--- src/design/icmp_probe_reply_matcher_defines.svh ---
// Assertion macros for the ICMP probe reply matcher.
// Uses the clk and rst_n names of the including module; empty under SYNTHESIS.
`ifndef ICMP_PROBE_REPLY_MATCHER_DEFINES_SVH
`define ICMP_PROBE_REPLY_MATCHER_DEFINES_SVH

`ifndef SYNTHESIS
`define IPRM_ASSERT_NOW(label, ante, cons, msg) \
    label: assert property (@(posedge clk) disable iff (!rst_n) (ante) |-> (cons)) \
        else $error(msg);
`define IPRM_ASSERT_NEXT(label, ante, cons, msg) \
    label: assert property (@(posedge clk) disable iff (!rst_n) (ante) |=> (cons)) \
        else $error(msg);
`else
`define IPRM_ASSERT_NOW(label, ante, cons, msg)
`define IPRM_ASSERT_NEXT(label, ante, cons, msg)
`endif

`endif

--- src/design/iprm_pkg.sv ---
// Shared types and constants for the ICMP probe reply matcher.
// No dependencies.
package iprm_pkg;

    typedef enum logic [2:0] {
        ST_MATCH      = 3'd0,
        ST_SHORT      = 3'd1,
        ST_OTHER_TYPE = 3'd2,
        ST_MISMATCH   = 3'd3,
        ST_OVERSIZE   = 3'd4
    } status_t;

    localparam logic [7:0] MSG_ECHO_REPLY    = 8'd0;
    localparam logic [7:0] MSG_TIME_EXCEEDED = 8'd11;

    localparam int unsigned ADDR_W = 4;

    typedef enum logic [1:0] {
        REG_EXPECTED_ID  = 2'd0,
        REG_EXPECTED_SEQ = 2'd1,
        REG_SEND_TIME    = 2'd2,
        REG_UNUSED       = 2'd3
    } reg_idx_t;

    localparam int unsigned SRC_FIRST = 12;
    localparam int unsigned SRC_LAST  = 15;

endpackage

--- src/design/icmp_probe_reply_matcher.sv ---
// ICMP probe reply matcher top level: byte-serial IPv4/ICMP reply parser.
// Depends on iprm_pkg and icmp_probe_reply_matcher_defines.svh.
//
// One packet byte is taken per cycle while not stalled, no gaps required;
// each byte passes the input register and the field-capture logic, and the
// final byte of a packet loads the result register from that register. The
// only back-pressure is from out_stall holding the result register; bytes
// past MAX_PACKET_BYTES are counted as oversize and not examined.
`include "icmp_probe_reply_matcher_defines.svh"

module icmp_probe_reply_matcher
    import iprm_pkg::*;
#(
    parameter int unsigned MAX_PACKET_BYTES = 1024
)
(
    input  logic              clk,
    input  logic              rst_n,

    input  logic              psel,
    input  logic              penable,
    input  logic              pwrite,
    input  logic [ADDR_W-1:0] paddr,
    input  logic [31:0]       pwdata,
    output logic [31:0]       prdata,
    output logic              pready,

    input  logic              in_valid,
    output logic              in_stall,
    input  logic [7:0]        data_byte,
    input  logic              last_byte,
    input  logic [31:0]       now_tick,

    output logic              out_valid,
    input  logic              out_stall,
    output logic              matched,
    output logic [2:0]        status,
    output logic [31:0]       source_address,
    output logic [31:0]       round_trip
);

    localparam int unsigned IW = $clog2(MAX_PACKET_BYTES + 1);
    localparam int unsigned CW = IW + 1;
    localparam logic [IW-1:0] MAX_IDX = IW'(MAX_PACKET_BYTES);

    // configuration registers
    logic [15:0] exp_id_reg;
    logic [15:0] exp_seq_reg;
    logic [31:0] send_time_reg;
    logic        cfg_wr;
    reg_idx_t    cfg_sel;

    assign pready  = 1'b1;
    assign cfg_wr  = psel && penable && pwrite;
    assign cfg_sel = reg_idx_t'(paddr[3:2]);

    always_ff @(posedge clk or negedge rst_n)
    begin
        if (!rst_n)
        begin
            exp_id_reg    <= '0;
            exp_seq_reg   <= '0;
            send_time_reg <= '0;
        end
        else if (cfg_wr)
        begin
            unique case (cfg_sel)
                REG_EXPECTED_ID:  exp_id_reg    <= pwdata[15:0];
                REG_EXPECTED_SEQ: exp_seq_reg   <= pwdata[15:0];
                REG_SEND_TIME:    send_time_reg <= pwdata;
                default:          ;
            endcase
        end
    end

    always_comb
    begin
        unique case (cfg_sel)
            REG_EXPECTED_ID:  prdata = {16'd0, exp_id_reg};
            REG_EXPECTED_SEQ: prdata = {16'd0, exp_seq_reg};
            REG_SEND_TIME:    prdata = send_time_reg;
            default:          prdata = '0;
        endcase
    end

    // input stage
    logic        s1_valid_reg, s1_valid_next;
    logic [7:0]  s1_data_reg;
    logic        s1_last_reg;
    logic [31:0] s1_now_reg;
    logic        in_take;
    logic        advance;
    logic        proc;

    logic        out_valid_reg, out_valid_next;

    assign advance  = !out_valid_reg || !out_stall;
    assign in_stall = s1_valid_reg && !advance;
    assign in_take  = in_valid && !in_stall;
    assign proc     = s1_valid_reg && advance;

    always_comb
    begin
        s1_valid_next = s1_valid_reg;
        if (in_take)
            s1_valid_next = 1'b1;
        else if (advance)
            s1_valid_next = 1'b0;
    end

    always_ff @(posedge clk or negedge rst_n)
    begin
        if (!rst_n)
            s1_valid_reg <= 1'b0;
        else
            s1_valid_reg <= s1_valid_next;
    end

    always_ff @(posedge clk)
    begin
        if (in_take)
        begin
            s1_data_reg <= data_byte;
            s1_last_reg <= last_byte;
            s1_now_reg  <= now_tick;
        end
    end

    // per-packet parse state
    logic [IW-1:0] idx_reg,   idx_next;
    logic [5:0]    hdr_reg,   hdr_next;
    logic [7:0]    type_reg,  type_next;
    logic [5:0]    inner_reg, inner_next;
    logic [15:0]   id_reg,    id_next;
    logic [15:0]   seq_reg,   seq_next;
    logic [31:0]   src_reg,   src_next;
    logic          done_reg,  done_next;

    logic          oversize;
    logic [CW-1:0] ic;
    logic [CW-1:0] hc;
    logic [CW-1:0] base;
    logic          have_base;
    status_t       st;
    logic [31:0]   src_keep;

    always_comb
    begin
        idx_next   = idx_reg;
        hdr_next   = hdr_reg;
        type_next  = type_reg;
        inner_next = inner_reg;
        id_next    = id_reg;
        seq_next   = seq_reg;
        src_next   = src_reg;
        done_next  = done_reg;
        base       = '0;
        have_base  = 1'b0;

        oversize = (idx_reg >= MAX_IDX);
        ic       = CW'(idx_reg);

        if (!oversize)
        begin
            idx_next = idx_reg + 1'b1;
            if (idx_reg == '0)
                hdr_next = {s1_data_reg[3:0], 2'b00};
            if (ic >= CW'(SRC_FIRST) && ic <= CW'(SRC_LAST))
                src_next = {src_reg[23:0], s1_data_reg};
        end
        hc = CW'(hdr_next);

        if (!oversize)
        begin
            if (ic == hc)
                type_next = s1_data_reg;
            else if (ic > hc)
            begin
                if (type_reg == MSG_ECHO_REPLY)
                begin
                    base      = hc;
                    have_base = 1'b1;
                end
                else if (type_reg == MSG_TIME_EXCEEDED)
                begin
                    if (ic == hc + CW'(8))
                        inner_next = {s1_data_reg[3:0], 2'b00};
                    base      = hc + CW'(8) + CW'(inner_next);
                    have_base = 1'b1;
                end
            end
            if (have_base)
            begin
                if (ic == base + CW'(4))
                    id_next[7:0] = s1_data_reg;
                else if (ic == base + CW'(5))
                    id_next[15:8] = s1_data_reg;
                else if (ic == base + CW'(6))
                    seq_next[7:0] = s1_data_reg;
                else if (ic == base + CW'(7))
                begin
                    seq_next[15:8] = s1_data_reg;
                    done_next      = 1'b1;
                end
            end
        end

        if (oversize)
            st = ST_OVERSIZE;
        else if (ic + CW'(1) < hc + CW'(8))
            st = ST_SHORT;
        else if (type_next != MSG_ECHO_REPLY && type_next != MSG_TIME_EXCEEDED)
            st = ST_OTHER_TYPE;
        else if (!done_next)
            st = ST_SHORT;
        else if (id_next != exp_id_reg || seq_next != exp_seq_reg)
            st = ST_MISMATCH;
        else
            st = ST_MATCH;

        src_keep = src_next;

        if (s1_last_reg)
        begin
            idx_next   = '0;
            hdr_next   = '0;
            type_next  = '0;
            inner_next = '0;
            id_next    = '0;
            seq_next   = '0;
            src_next   = '0;
            done_next  = 1'b0;
        end
    end

    always_ff @(posedge clk or negedge rst_n)
    begin
        if (!rst_n)
        begin
            idx_reg   <= '0;
            hdr_reg   <= '0;
            type_reg  <= '0;
            inner_reg <= '0;
            id_reg    <= '0;
            seq_reg   <= '0;
            src_reg   <= '0;
            done_reg  <= 1'b0;
        end
        else if (proc)
        begin
            idx_reg   <= idx_next;
            hdr_reg   <= hdr_next;
            type_reg  <= type_next;
            inner_reg <= inner_next;
            id_reg    <= id_next;
            seq_reg   <= seq_next;
            src_reg   <= src_next;
            done_reg  <= done_next;
        end
    end

    // result register
    logic        matched_reg;
    logic [2:0]  status_reg;
    logic [31:0] src_out_reg;
    logic [31:0] rtt_reg;
    logic        result_load;

    assign result_load = proc && s1_last_reg;

    always_comb
    begin
        out_valid_next = out_valid_reg;
        if (result_load)
            out_valid_next = 1'b1;
        else if (!out_stall)
            out_valid_next = 1'b0;
    end

    always_ff @(posedge clk or negedge rst_n)
    begin
        if (!rst_n)
            out_valid_reg <= 1'b0;
        else
            out_valid_reg <= out_valid_next;
    end

    always_ff @(posedge clk)
    begin
        if (result_load)
        begin
            matched_reg <= (st == ST_MATCH);
            status_reg  <= st;
            src_out_reg <= (st == ST_MATCH) ? src_keep : 32'd0;
            rtt_reg     <= (st == ST_MATCH) ? (s1_now_reg - send_time_reg) : 32'd0;
        end
    end

    assign out_valid      = out_valid_reg;
    assign matched        = matched_reg;
    assign status         = status_reg;
    assign source_address = src_out_reg;
    assign round_trip     = rtt_reg;

    `IPRM_ASSERT_NOW(a_idx_bound, 1'b1, idx_reg <= MAX_IDX, "byte count beyond limit")
    `IPRM_ASSERT_NEXT(a_clear_after_last, result_load, idx_reg == '0 && !done_reg,
        "packet state not cleared after last byte")
    `IPRM_ASSERT_NOW(a_stall_needs_item, in_stall, s1_valid_reg && out_valid_reg,
        "input stalled with no pending transaction")
    `IPRM_ASSERT_NOW(a_nomatch_zero, out_valid && !matched,
        source_address == 32'd0 && round_trip == 32'd0 && status != ST_MATCH,
        "unmatched result carries data")

endmodule

--- config.mk ---
export PLATFORM = sky130hd
export DESIGN_NAME = icmp_probe_reply_matcher
export DESIGN_NICKNAME = d
export VERILOG_FILES = /design/src/design/iprm_pkg.sv /design/src/design/icmp_probe_reply_matcher.sv
export VERILOG_INCLUDE_DIRS = /design/src /design/src/design
export SDC_FILE = /design/constraint.sdc
export NUM_CORES = 1
export LEC_CHECK = 0
export BUFFER_PORTS_ARGS = -buffer_cell sky130_fd_sc_hd__buf_2
export CAP_MARGIN = 15
export CORE_ASPECT_RATIO = 1.4
export CORE_MARGIN = 5
export CORE_UTILIZATION = 35
export CTS_CLUSTER_DIAMETER = 120
export CTS_CLUSTER_SIZE = 8
export DETAILED_ROUTE_END_ITERATION = 16
export SETUP_SLACK_MARGIN = 0.1
export SYNTH_ARGS = -nofsm -noshare
export SYNTH_HDL_FRONTEND = slang
export SYNTH_SLANG_ARGS = --single-unit
--- constraint.sdc ---
create_clock -name clk -period 7.65 [get_ports clk]
set_clock_uncertainty 0.2 [all_clocks]
set_input_delay 0 -clock clk [delete_from_list [all_inputs] [get_ports clk]]
set_output_delay 0 -clock clk [all_outputs]
set_load 0.01 [all_outputs]
==> results of run 1 <==
## where the power goes
group	switching, mW	leakage, nW	internal, mW
sequential	0.126	3.17	1.66
combinational	0.966	5.17	0.783
clock	0.662	0.537	0.961
total	1.75	8.88	3.40
## worst min-delay path, cell delays in order
cell and delay [ps]:
dlygate4sd3_1 520, buf_2 90, nand2_1 40, o21ai_0 60
## metal layers
metal  vias to the layer above  track usage [%]
met1                      6796            23.44
met4                         0            7.898
met3                       123            3.932
li1                       6401                -
met2                       411            38.04
met5                         -                0
## cell families after synthesis
family	synth area share (%)
xor+xnor	5.101
fa+ha+maj	5.093
mux	5.117
compound gates	16.77
flops	47.94
buf+inv	3.987
simple gates	15.97
other cells	0.02454
## through the flow
step / area, µm² / TNS (ps) / std cells / power [mW]
2_1_floorplan: 15360 / 0 / 1539 / 2.728
3_3_place_gp: 17740 / -1042 / 2334 / 3.324
3_5_place_dp: 17740 / -8046 / 2334 / 3.346
4_1_cts: 20630 / 0 / 2549 / 5.092
5_1_grt: 21080 / -14900 / 2560 / 5.409
6_report: 21080 / 0 / 2560 / 5.153
## how the worst min path moves through the flow
stage | endpoint | slack [ps] | cells past startpoint
after global placement | out_valid | -40 | 1
after detailed placement | s1_valid_reg | -20 | 1
final | send_time_reg[25] | 20 | 4
after global routing | send_time_reg[24] | 30 | 4
after floorplan | done_reg | -500 | 0
after CTS | send_time_reg[24] | 0.7 | 4
## layout make-up
cell class	instances	area [µm²]	share of cell area, %
multi-input combinational	1113	8025	38.07
sequential	271	7327	34.76
timing repair buffer	470	3577	16.97
clock buffer	67	1081	5.129
tap	552	690.7	3.277
inverter	84	321.6	1.526
clock inverter	3	55.05	0.2612
## what timing repair did
| action | CTS | global route |
|---|---|---|
| gates cloned | 1 | 2 |
| pin swaps | 39 | 34 |
| endpoints found under the hold margin | 197 | 0 |
| resized for setup | 71 | 76 |
| buffers inserted | 10 | 12 |
| hold buffers | 134 | 0 |
| endpoints found under the setup margin | 67 | 67 |
## cells in the final DEF (no fill, tap or decap), drive strengths merged, types with 14 or more instances in the layout
| cell type | count |
|---|---|
| a211oi | 14 |
| a21oi | 69 |
| a22o | 29 |
| and2 | 30 |
| buf | 335 |
| clkbuf | 69 |
| dfrtp | 162 |
| dlygate4sd3 | 133 |
| edfxtp | 109 |
| ha | 59 |
| inv | 83 |
| mux2 | 37 |
| mux2i | 34 |
| nand2 | 216 |
| nand2b | 17 |
| nand3 | 26 |
| nor2 | 75 |
| nor2b | 21 |
| nor3 | 33 |
| nor4 | 14 |
| o21ai | 156 |
| xnor2 | 51 |
| xor2 | 38 |
==> flow_summary.toml, run 1 <==
[drt]
wl_per_cell_um = 20.24
top_layer = "met4"
met1Wirelength_um = 19650
drtPass1Iterations = 7
ant_nets = 0
drt_iter0_drc = 683
drc = 0
wl_met3_um = 2724
wl_um = 51830
wl_met2_um = 27460
vias_per_cell = 5.364
num_vias = 13730

[place]
port_buffers = 183
hpwlAfterDp_um = 35810
gp_congestion = 0.9463
pre_cts_ws_ps = -245.9

[floorplanning]
die-area_um2 = 48000
die_h_um = 257.2
die_x_um = 186.6
num_rows = 90
core_um2 = 43130
io-pin-count = 187
initial_utilization_pct = 35.43

[logic_synthesis]
synth_area_um2 = 15280
yosysMostFrequentCell = "nand2_1"
synth_edf_count = 109
syn-num-nets = 1684
synth_area_leaders = "dfrtp_1, edfxtp_1, nand2_1, o21ai_0, ha_1"
ys_top_cells_by_count = "nand2_1, dfrtp_1, o21ai_0"
synthArstFlopShare_pct = 59.78
ys_ff_latch = 271
avgSynthCellArea_um2 = 9.930
ys_seq_area_share_pct = 47.94
yosys_warnings = 0
yosysTopAreaCell = "dfrtp_1"
synthFlopType = "dfrtp_1"
synth.distinct_cells = 87
yosysTopAreaCellShare_pct = 26.53
synthCells = 1539

[critical_path]
arrival_ps = 7790
endpoint = "round_trip[30]"
r2r_cells = 30
crit_family = "simple AND/OR/NAND/NOR gates"
reg2reg_to = "round_trip[30]"
end_kind = "flip-flop"
critical-path-max-stage-delay_ps = 440
crit_slowest_cell = "or3_4"
crit_start = "idx_reg[1]"
timing.rr.start = "idx_reg[1]"
path_buf_inv = 6
worstPathRequired_ps = 7820
path_max_fanout = 7
regToRegSetupSlack_ps = 20
path_depth = 30
critPathKind = "reg2reg"
start_kind = "flip-flop"

[cts]
cts_tree = "yes"
clkTransAtPathRegs_ps = 60
cts.sinks = 271
htreeDepth = 2
clockRootBuffer = "clkbuf_16"
clk_path_buf_depth = 3
clkLatencyLatePin_ps = 550
cts-buffers-inserted = 39

[timing]
fin_crit_sh_pct = 99.68
maxSlewViolCount = 0
rsz0062_at_grt = "true"
setup_viol = 0
hold_violations = 0
fmax_mhz = 131.1
worst_slew_pin_slew_ps = 1085
hold_slack_ps = 22.81
slew_headroom_pct = 27.66
fin_crit_ps = 7626
setup_ws_ps = 24.48

[final_layout]
utilization_pct = 48.87
layout-drive-gt1-share_pct = 27.79
n_antenna_cell = 0
syn_to_final_growth_pct = 37.92
finalNetCount = 2124
fillers = 3945

[outcome]
status = "finished, final reports clean"

[pwr]
power.leakage_nw = 8.878
ir_worst_vdd_mv = 0.2015
power_density_nw_per_um2 = 244.5

[global_routing]
grt_start_max_net_pins = 73
grt.overflow.total = 0
grt_pass1_vias = 14430
antenna_found_initial = 0
grt_pass1_wl_um = 79940
gr-usage-all-layers_pct = 20.61

[worst_hold_path]
hold_start = "pwdata[25]"
min_path_type = "in2reg"

[run]
maxCapViolations = 0
Note: power is estimated with default switching activity, not from simulation.
==> inputs of run 2 (changes only) <==
- SETUP_SLACK_MARGIN: 0.1 -> 0.5
==> flow_summary.toml, run 2 (synthesis gave the netlist of run 1 again) <==
[outcome]
status = "finished, final reports clean"

[final_layout]
design_area_um2 = 20910
fillers = 3885
finalNetCount = 2093
layout-drive-gt1-share_pct = 26.98
syn_to_final_growth_pct = 36.81
final_cell_mix = "nand2_1, buf_2, dfrtp_1, o21ai_0, dlygate4sd3_1"
layout_commonest_cell = "nand2_1"

[place]
dpl-instance-area_um2 = 17600
port_buffers = 183
gp_congestion = 0.9171
pre_cts_ws_ps = -70.29
hpwlAfterDp_um = 35120

[cts]
clockRootBuffer = "clkbuf_16"
cts-buffers-inserted = 39
clk_path_buf_depth = 3
clkLatencyLatePin_ps = 550
htreeDepth = 2
cts_tree = "yes"
cts.sinks = 271
clkTransAtPathRegs_ps = 70

[floorplanning]
die_h_um = 257.2
die_x_um = 186.6
die-area_um2 = 48000
num_rows = 90
initial_utilization_pct = 35.43
core_um2 = 43130
io-pin-count = 187

[global_routing]
grt_pass1_vias = 14270
grt_pass1_wl_um = 78590
gr-usage-all-layers_pct = 20.19
grt.overflow.total = 0
antenna_found_initial = 0
grt_start_max_net_pins = 87

[worst_hold_path]
min_path_type = "in2reg"
hold_start = "data_byte[0]"
hold_end = "s1_data_reg[0]"
hold_depth = 2

[critical_path]
r2r_cells = 31
critPathKind = "reg2reg"
worstPathRequired_ps = 7820
critical-path-max-stage-delay_ps = 470
path_max_fanout = 6
timing.rr.start = "idx_reg[1]"
arrival_ps = 7700
start_kind = "flip-flop"
end_kind = "flip-flop"
path_common_cell = "ha_4"
regToRegSetupSlack_ps = 120
crit_slowest_cell = "a2111o_1"
reg2reg_to = "round_trip[10]"

[timing]
fin_crit_sh_pct = 98.42
hold_violations = 0
worst_slew_pin_slew_ps = 1146
maxSlewViolCount = 0
rsz0062_at_grt = "true"
fin_crit_ps = 7529
setup_ws_ps = 121.2
fmax_mhz = 132.8
slew_headroom_pct = 23.57
setup_viol = 0

[drt]
ant_nets = 0
drtPass1Iterations = 5
vias_per_cell = 5.379
num_vias = 13580
drt_iter0_drc = 688
wl_um = 50540
wl_per_cell_um = 20.02
drc = 0

[pwr]
power.leakage_nw = 8.778
power_density_nw_per_um2 = 246.6
ir_worst_vdd_mv = 0.2038

[run]
maxCapViolations = 0
[run 2: layout make-up]
cell class / count / area [µm²] / area share, %
Multi-Input combinational cell: 1113 / 8160 / 39.03
Sequential cell: 271 / 7327 / 35.04
Timing Repair Buffer: 439 / 3306 / 15.81
Clock buffer: 63 / 1066 / 5.099
Tap cell: 552 / 690.7 / 3.303
Inverter: 84 / 326.6 / 1.562
Clock inverter: 2 / 28.78 / 0.1376
Antenna cell: 1 / 2.502 / 0.01197
[run 2: metal layers]
metal	vias up	GRT usage [%]	wire [µm]
met2	415	37.68	26570
met1	6682	21.97	18880
met4	0	8.870	2270
met3	131	4.054	2815
li1	6354	-	-
met5	-	0	0
[run 2: power breakdown]
group / total, mW / internal (mW) / switching, mW
Sequential: 1.78 / 1.66 / 0.123
Combinational: 1.79 / 0.788 / 1.01
Clock: 1.58 / 0.948 / 0.635
[run 2: what timing repair did]
action,in CTS,in global routing
pin swaps,39,35
hold buffers,128,0
resized for setup,64,66
setup buffers,16,12
endpoints found under the setup margin,67,67
cloned,1,2
endpoints found under the hold margin,193,0
[run 2: worst max path at each step]
stage | cells after the start | slack [ps] | from | endpoint
after floorplan | 33 | 450 | idx_reg[0] | round_trip[3]
after global placement | 30 | 20 | idx_reg[0] | round_trip[10]
after detailed placement | 28 | -70 | idx_reg[7] | round_trip[10]
after CTS | 30 | 170 | idx_reg[0] | round_trip[4]
after global routing | 34 | -140 | idx_reg[0] | source_address[23]
final | 31 | 120 | idx_reg[1] | round_trip[10]
[run 2: through the flow]
step	utilization (%)	TNS (ps)	cells	hold slack, ps	power, mW
6_report	48.48	0	2525	7.872	5.156
5_1_grt	48.47	-6107	2524	27.71	5.409
4_1_cts	47.44	0	2510	5.506	5.089
3_5_place_dp	40.81	-172.2	2300	-71.02	3.314
3_3_place_gp	40.81	0	2300	-79.12	3.289
2_1_floorplan	-	0	1539	-495.6	2.779
[run 2: critical path, delay by kind of cell (launching register included)]
family | cells | cell delay [ps]
AO/OA/AOI/OAI | 5 | 1310
XOR/XNOR | 3 | 430
flip-flops | 1 | 410
multiplexers | 3 | 760
AND/OR/NAND/NOR | 10 | 2480
buffers and inverters | 7 | 1060
adder cells (fa/ha/maj) | 3 | 710
